[src/rtl/core/ptm_pkg.sv]
`default_nettype none

package ptm_pkg;

    // Field widths of the stream items
    localparam int RATE_W    = 18;
    localparam int VOL_W     = 8;
    localparam int SAMP_W    = 16;
    localparam int IDX_W     = 10;
    localparam int BUFF_W    = 11;
    localparam int CMD_W     = 2;

    // Bus widths
    localparam int IN_TDATA_W  = 80;
    localparam int OUT_TDATA_W = 32;
    localparam int APB_AW      = 4;
    localparam int APB_DW      = 32;

    // Divider iteration counter
    localparam int DIV_CNT_W = 5;

    typedef enum logic [CMD_W-1:0] {
        CMD_BEGIN = 2'd0,
        CMD_FRAME = 2'd1,
        CMD_READ  = 2'd2
    } t_cmd;

    // Controller to datapath
    typedef struct packed {
        logic latch;
        logic clr_step;
        logic beg_load;
        logic div_start;
        logic dec_load;
        logic rep_load;
        logic fr_eval;
        logic fr_mix;
        logic fr_sum;
        logic fr_write;
        logic rd_issue;
        logic out_load;
    } t_dp_cmd;

    // Datapath to controller
    typedef struct packed {
        logic clr_last;
        logic div_done;
        logic fr_skip;
        logic fr_last;
        logic out_free;
    } t_dp_sts;

endpackage

`default_nettype wire

[src/rtl/core/ptm_ctrl.sv]
`default_nettype none

module ptm_ctrl
    import ptm_pkg::*;
(
    input  wire logic             i_clk,
    input  wire logic             i_rst_n,
    input  wire logic             i_in_valid,
    input  wire logic [CMD_W-1:0] i_cmd,
    output logic                  o_in_ready,
    input  wire t_dp_sts          i_dp_sts,
    output t_dp_cmd               o_dp_cmd
);

    typedef enum logic [3:0] {
        S_CLEAR,
        S_IDLE,
        S_BEG,
        S_DIV0,
        S_BEG2,
        S_DIV1,
        S_FR_EVAL,
        S_FR_MIX,
        S_FR_SUM,
        S_FR_WR,
        S_RD_WAIT,
        S_RD_OUT
    } t_state;

    t_state r_state;
    t_state n_state;
    logic   r_ready;
    logic   accept;

    assign accept = i_in_valid & r_ready;

    always_comb begin
        n_state = r_state;
        unique case (r_state)
            S_CLEAR: begin
                if (i_dp_sts.clr_last) n_state = S_IDLE;
            end
            S_IDLE: begin
                if (accept) begin
                    unique case (i_cmd)
                        CMD_BEGIN: n_state = S_BEG;
                        CMD_FRAME: n_state = S_FR_EVAL;
                        CMD_READ:  n_state = S_RD_WAIT;
                        default:   n_state = S_IDLE;
                    endcase
                end
            end
            S_BEG:     n_state = S_DIV0;
            S_DIV0: begin
                if (i_dp_sts.div_done) n_state = S_BEG2;
            end
            S_BEG2:    n_state = S_DIV1;
            S_DIV1: begin
                if (i_dp_sts.div_done) n_state = S_IDLE;
            end
            S_FR_EVAL: n_state = i_dp_sts.fr_skip ? S_IDLE : S_FR_MIX;
            S_FR_MIX:  n_state = S_FR_SUM;
            S_FR_SUM:  n_state = S_FR_WR;
            S_FR_WR: begin
                if (i_dp_sts.fr_last) n_state = S_IDLE;
            end
            S_RD_WAIT: begin
                if (i_dp_sts.out_free) n_state = S_RD_OUT;
            end
            S_RD_OUT:  n_state = S_IDLE;
            default:   n_state = S_IDLE;
        endcase
    end

    always_ff @(posedge i_clk) begin
        if (!i_rst_n) begin
            r_state <= S_CLEAR;
            r_ready <= 1'b0;
        end else begin
            r_state <= n_state;
            r_ready <= (n_state == S_IDLE);
        end
    end

    always_comb begin
        o_dp_cmd           = '0;
        o_dp_cmd.latch     = accept;
        o_dp_cmd.clr_step  = (r_state == S_CLEAR);
        o_dp_cmd.beg_load  = (r_state == S_BEG);
        o_dp_cmd.div_start = (r_state == S_BEG) || (r_state == S_BEG2);
        o_dp_cmd.dec_load  = (r_state == S_DIV0) && i_dp_sts.div_done;
        o_dp_cmd.rep_load  = (r_state == S_DIV1) && i_dp_sts.div_done;
        o_dp_cmd.fr_eval   = (r_state == S_FR_EVAL);
        o_dp_cmd.fr_mix    = (r_state == S_FR_MIX);
        o_dp_cmd.fr_sum    = (r_state == S_FR_SUM);
        o_dp_cmd.fr_write  = (r_state == S_FR_WR);
        o_dp_cmd.rd_issue  = (r_state == S_RD_WAIT) && i_dp_sts.out_free;
        o_dp_cmd.out_load  = (r_state == S_RD_OUT);
    end

    assign o_in_ready = r_ready;

endmodule

`default_nettype wire

[config.mk]
export PLATFORM = sky130hd
export DESIGN_NAME = ptm_ctrl
export DESIGN_NICKNAME = d
export VERILOG_FILES = /design/src/rtl/core/ptm_pkg.sv /design/src/rtl/core/ptm_ctrl.sv
export SDC_FILE = /design/constraint.sdc
export NUM_CORES = 1
export LEC_CHECK = 0
export BUFFER_PORTS_ARGS = -buffer_cell sky130_fd_sc_hd__buf_2
export CAP_MARGIN = 25
export CORE_AREA = 2 2 39 41
export DETAILED_ROUTE_END_ITERATION = 7
export DIE_AREA = 0 0 41 43
export PLACE_DENSITY = 0.65
export SYNTH_ARGS = -nofsm -noshare
export SYNTH_HDL_FRONTEND = slang
export SYNTH_SLANG_ARGS = --single-unit
[constraint.sdc]
create_clock -name i_clk -period 1.6 [get_ports i_clk]
set_clock_uncertainty 0.1 [all_clocks]
set_input_delay 0.08 -clock i_clk [delete_from_list [all_inputs] [get_ports i_clk]]
set_output_delay 0.08 -clock i_clk [all_outputs]
set_load 0.005 [all_outputs]
After elaboration in Yosys (flattened, before gate mapping). Index checks and enable logic that the tools add are counted.

Register bits after elaboration: 5. Input bits: 10. Output and inout port bits: 13. Logic and storage cells: 32.

Equality and inequality tests: 14. Multiplexer cells: 9. Bitwise operators: 1. Reductions and logical operators: 6.

Operator list (count): one-hot mux 4 bit (11 select lines) (1); 2-to-1 mux 4 bit (6); equality test 4 x 3 -> 1 bit, second input constant (4); equality test 4 bit, second input constant (4); one-hot mux 4 bit (3 select lines) (1); equality test 4 x 1 -> 1 bit, second input constant (2); equality test 4 x 2 -> 1 bit, second input constant (2); zero test 4 bit (1); logical AND 1 bit (3); 2-to-1 mux 3 bit (1); equality test 2 x 1 -> 1 bit, second input constant (1); equality test 2 bit, second input constant (1); zero test 2 bit (1); AND 1 bit (1); logical OR 1 bit (1).

Longest topological paths before layout.
Depth after elaboration: 5. Mapped depth: 5. Gate-level depth less buffers: 4.

Worst setup path after synthesis. No wires, ideal clock.

Path kind: register to register. From: register r_state[1]. To: register r_ready (netlist: o_in_ready). Library setup time: 0.087 ns. Arrival: 1.300 ns. Slack: 0.112 ns. Cell stages (with the launch flop): 5. Buffers on the path: 0. Clock period less this slack: 1.488 ns. Cells stage by stage: dfxtp_1 > or4b_4 > a31oi_1 > o31a_2 > nor4b_2.

Longest elaborated chain between the ends: 3.

RTL lines: from (decl) (line ptm_ctrl.sv:30) `t_state r_state;`; from (signal assigned) (line ptm_ctrl.sv:80) `r_state <= n_state;`; equality test 4 bit, or another cell as far along (line ptm_ctrl.sv:39) `unique case (r_state)`; one-hot mux 4 bit (11 select lines) (*) (line ptm_ctrl.sv:39); equality test 4 x 1 -> 1 bit (*) (line ptm_ctrl.sv:81) `r_ready <= (n_state == S_IDLE);`; to (signal assigned) (line ptm_ctrl.sv:81); to (decl) (line ptm_ctrl.sv:32) `logic r_ready;`.

Every way passes the cells marked *; elsewhere a longest branch is shown, timed or not. A chain may end at the register's enable or synchronous reset.

Worst setup path after layout. Same ends and word-level chain as after synthesis.

==> flow_metrics.tcl <==
set metrics [dict create \
    diodes 0 \
    die_h_um 43 \
    area_growth_pct 42.6 \
    seq_power_share 0.369 \
    hp-class "in -> reg" \
    grt_pass1_wl_um 1610 \
    period_share 1.00 \
    post-cts-setup-buffers 0 \
    finalSetupViolCount 1 \
    boundaryPins 23 \
    dp.final_hpwl_um 897 \
    hold_violations 0 \
    final_core_util 0.463 \
    startpoint "r_state[1]" \
    drtIter0Drc 7 \
    arrival_ps 1650 \
    cts_tree "built" \
    clock-root-buffer "clkbuf_4" \
    io_buffer_count 22 \
    clockPowerShare 0.365 \
    fin_ws_ps -0.351 \
    power.share.combinational 0.266 \
    die_w_um 41 \
    htreeDepth 1 \
    synth_warnings 0 \
    drt-total-wl_um 1200 \
    clock_latency_ps 240 \
    final.min_clock_period_ps 1600 \
    die_area_um2 1760 \
    leakage_nw 0.327 \
    critPathLaunchType "flip-flop" \
    report.final.slew_viol_count 0 \
    powerDensity_nw_per_um2 598 \
    grt_antenna_before_repair 0 \
    dr.pass1.iters 4 \
    cp_max_fo 5 \
    dpl-instance-area_um2 598 \
    synth_nets 72 \
    fillers 146 \
    num_vias 525 \
    nets 101 \
    cp_slowest_stage_delay_ps 570 \
    synthesis.area_um2 449 \
    grt_pass1_vias 435 \
    ys_seq_area_frac 0.223 \
    p_int_uw 281 \
    hold_ws_ps 230 \
    endpoint_kind "flip-flop" \
    std_cell_rows 14 \
    power_uw 383 \
    clock.fmax_mhz 625 \
    drcViolationCount 0 \
    min_from "i_in_valid" \
    initial_core_util 0.325 \
    worstMarginPinSlew_ps 230 \
    cts_sinks 5 \
    setup_tns_ps -0.351 \
    preCtsSetupSlack_ps 53.6 \
    status "complete, but fails checks" \
    switching_share 0.267 \
    p_switching_uw 102 \
    max-slew-margin-rel 0.846 \
    yosys.cell_types.count 30 \
    cts_inserted_buffers 3 \
    violations "setup timing" \
    grt_max_degree 12 \
    maxCapViolations 0 \
    fp.coreArea_um2 1380 \
    path_clk_slew_ps 40 \
    rsz0062_at_grt "true" \
    peakVddDrop_uv 441 \
    via_per_inst 4.95 \
    syn_avg_cell_area_um2 7.24 \
    numPlacedInstances 101 \
    place_congestion 0.877 \
    clockBufferDepth 2 \
    post_drt_wl_per_cell_um 11.3 \
    ys_ff_latch 5 \
    postRouteAntennaNets 0 \
    overflow 0 \
    crit_chain "or4b_4 -> a31oi_2 -> o31a_2 -> nor4b_2" \
    timing_worst_setup_path_type "reg -> reg" \
    crit_required_ps 1650 \
    syn_inst 62 \
    r2r_start "r_state[1]" \
    layout-drive-gt1-share 0.389 \
    cpMaxStageDelayCell "or4b_4" \
    groute.usage.overall 0.134 \
    finalNonFillerCells 106 \
    fin_area_um2 641 \
]
[cell type report]
class	count	area, um2	area share
clock buffers	4	26.3	0.0410
multi-input cells	47	310	0.484
repair buffers	29	165	0.258
inverters	5	18.8	0.0293
flip-flops and latches	5	100	0.156
well taps	16	20.0	0.0313
[power by group through the flow]
stage	registers (mW)	logic, mW	clock network, mW
final	0.141	0.102	0.140
after global routing	0.142	0.112	0.156
after CTS	0.140	0.0991	0.148
after detailed placement	0.142	0.0964	0
after global placement	0.142	0.0960	0
after floorplan	0.141	0.0599	0
[cell usage in the layout, fill, tap and decap left out, drive strengths merged, types with 2 or more instances in the layout]
cell type  Yosys  routed
nor4           2       2
nor3           6       6
o21bai         2       2
o21ai          2       2
inv            5       5
nand2b         5       5
a21oi          3       3
buf            4      28
dfxtp          5       5
and2           3       3
nand2          3       3
nor2           5       5
clkbuf         1       4
[flip-flops by register name, indices dropped and copies added, names as in the netlist]
signal,flops
o_in_ready,1
r_state,4
[cells in the mapped netlist]
master | instances | share of area
o21ai_0 | 2 | 0.022
nor3b_1 | 1 | 0.017
buf_2 | 3 | 0.033
a21o_1 | 1 | 0.017
o32ai_1 | 1 | 0.020
and3b_1 | 1 | 0.020
nand3_1 | 1 | 0.011
o31a_2 | 1 | 0.022
buf_4 | 1 | 0.017
or3b_1 | 1 | 0.020
o21bai_1 | 2 | 0.033
nor2_1 | 5 | 0.042
clkbuf_1 | 1 | 0.0083
o32a_1 | 1 | 0.022
and2_1 | 3 | 0.042
nand2_1 | 3 | 0.025
a31oi_1 | 1 | 0.014
a32oi_1 | 1 | 0.020
o21a_1 | 1 | 0.017
nor3_1 | 6 | 0.067
inv_1 | 5 | 0.042
dfxtp_1 | 5 | 0.22
a211o_1 | 1 | 0.020
or4b_4 | 1 | 0.031
nand2b_1 | 5 | 0.070
nor2b_1 | 1 | 0.014
a21oi_1 | 3 | 0.033
nor4b_2 | 1 | 0.033
xnor2_1 | 1 | 0.020
nor4_1 | 2 | 0.028
[worst paths after layout]
kind,slack (ps),cells past startpoint,end
min reg2reg,580,2,r_state[0]
min,230,3,r_state[0]
max reg2reg,-0.4,4,o_in_ready
max,-0.4,4,o_in_ready
[critical path: cells and delay by family (launching register included)]
family | cells | cell delay, ps
AO/OA/AOI/OAI | 2 | 330
flip-flops | 1 | 330
AND/OR/NAND/NOR | 2 | 750
[logic make-up after synthesis]
family                    Yosys count  synth area share
xor gates and xnor gates            1            0.0195
AOI/OAI and AO/OA                  15             0.240
and+or+nand+nor                    31             0.418
buffers and inverters              10             0.100
DFF                                 5             0.223
[routing by layer]
metal,wire [um],share of wire,GRT usage
met1,569,0.47,0.152
met2,546,0.45,0.206
met3,74,0.062,0.0314
met4,12,0.010,0.0933
met5,0,0,0
[repair_timing]
item                       CTS  global route
gates resized for setup      0             1
setup endpoints to repair    0             2
hold buffers                 1             0
hold endpoints to repair     3             0
Note: power is estimated with default switching activity, not from simulation.
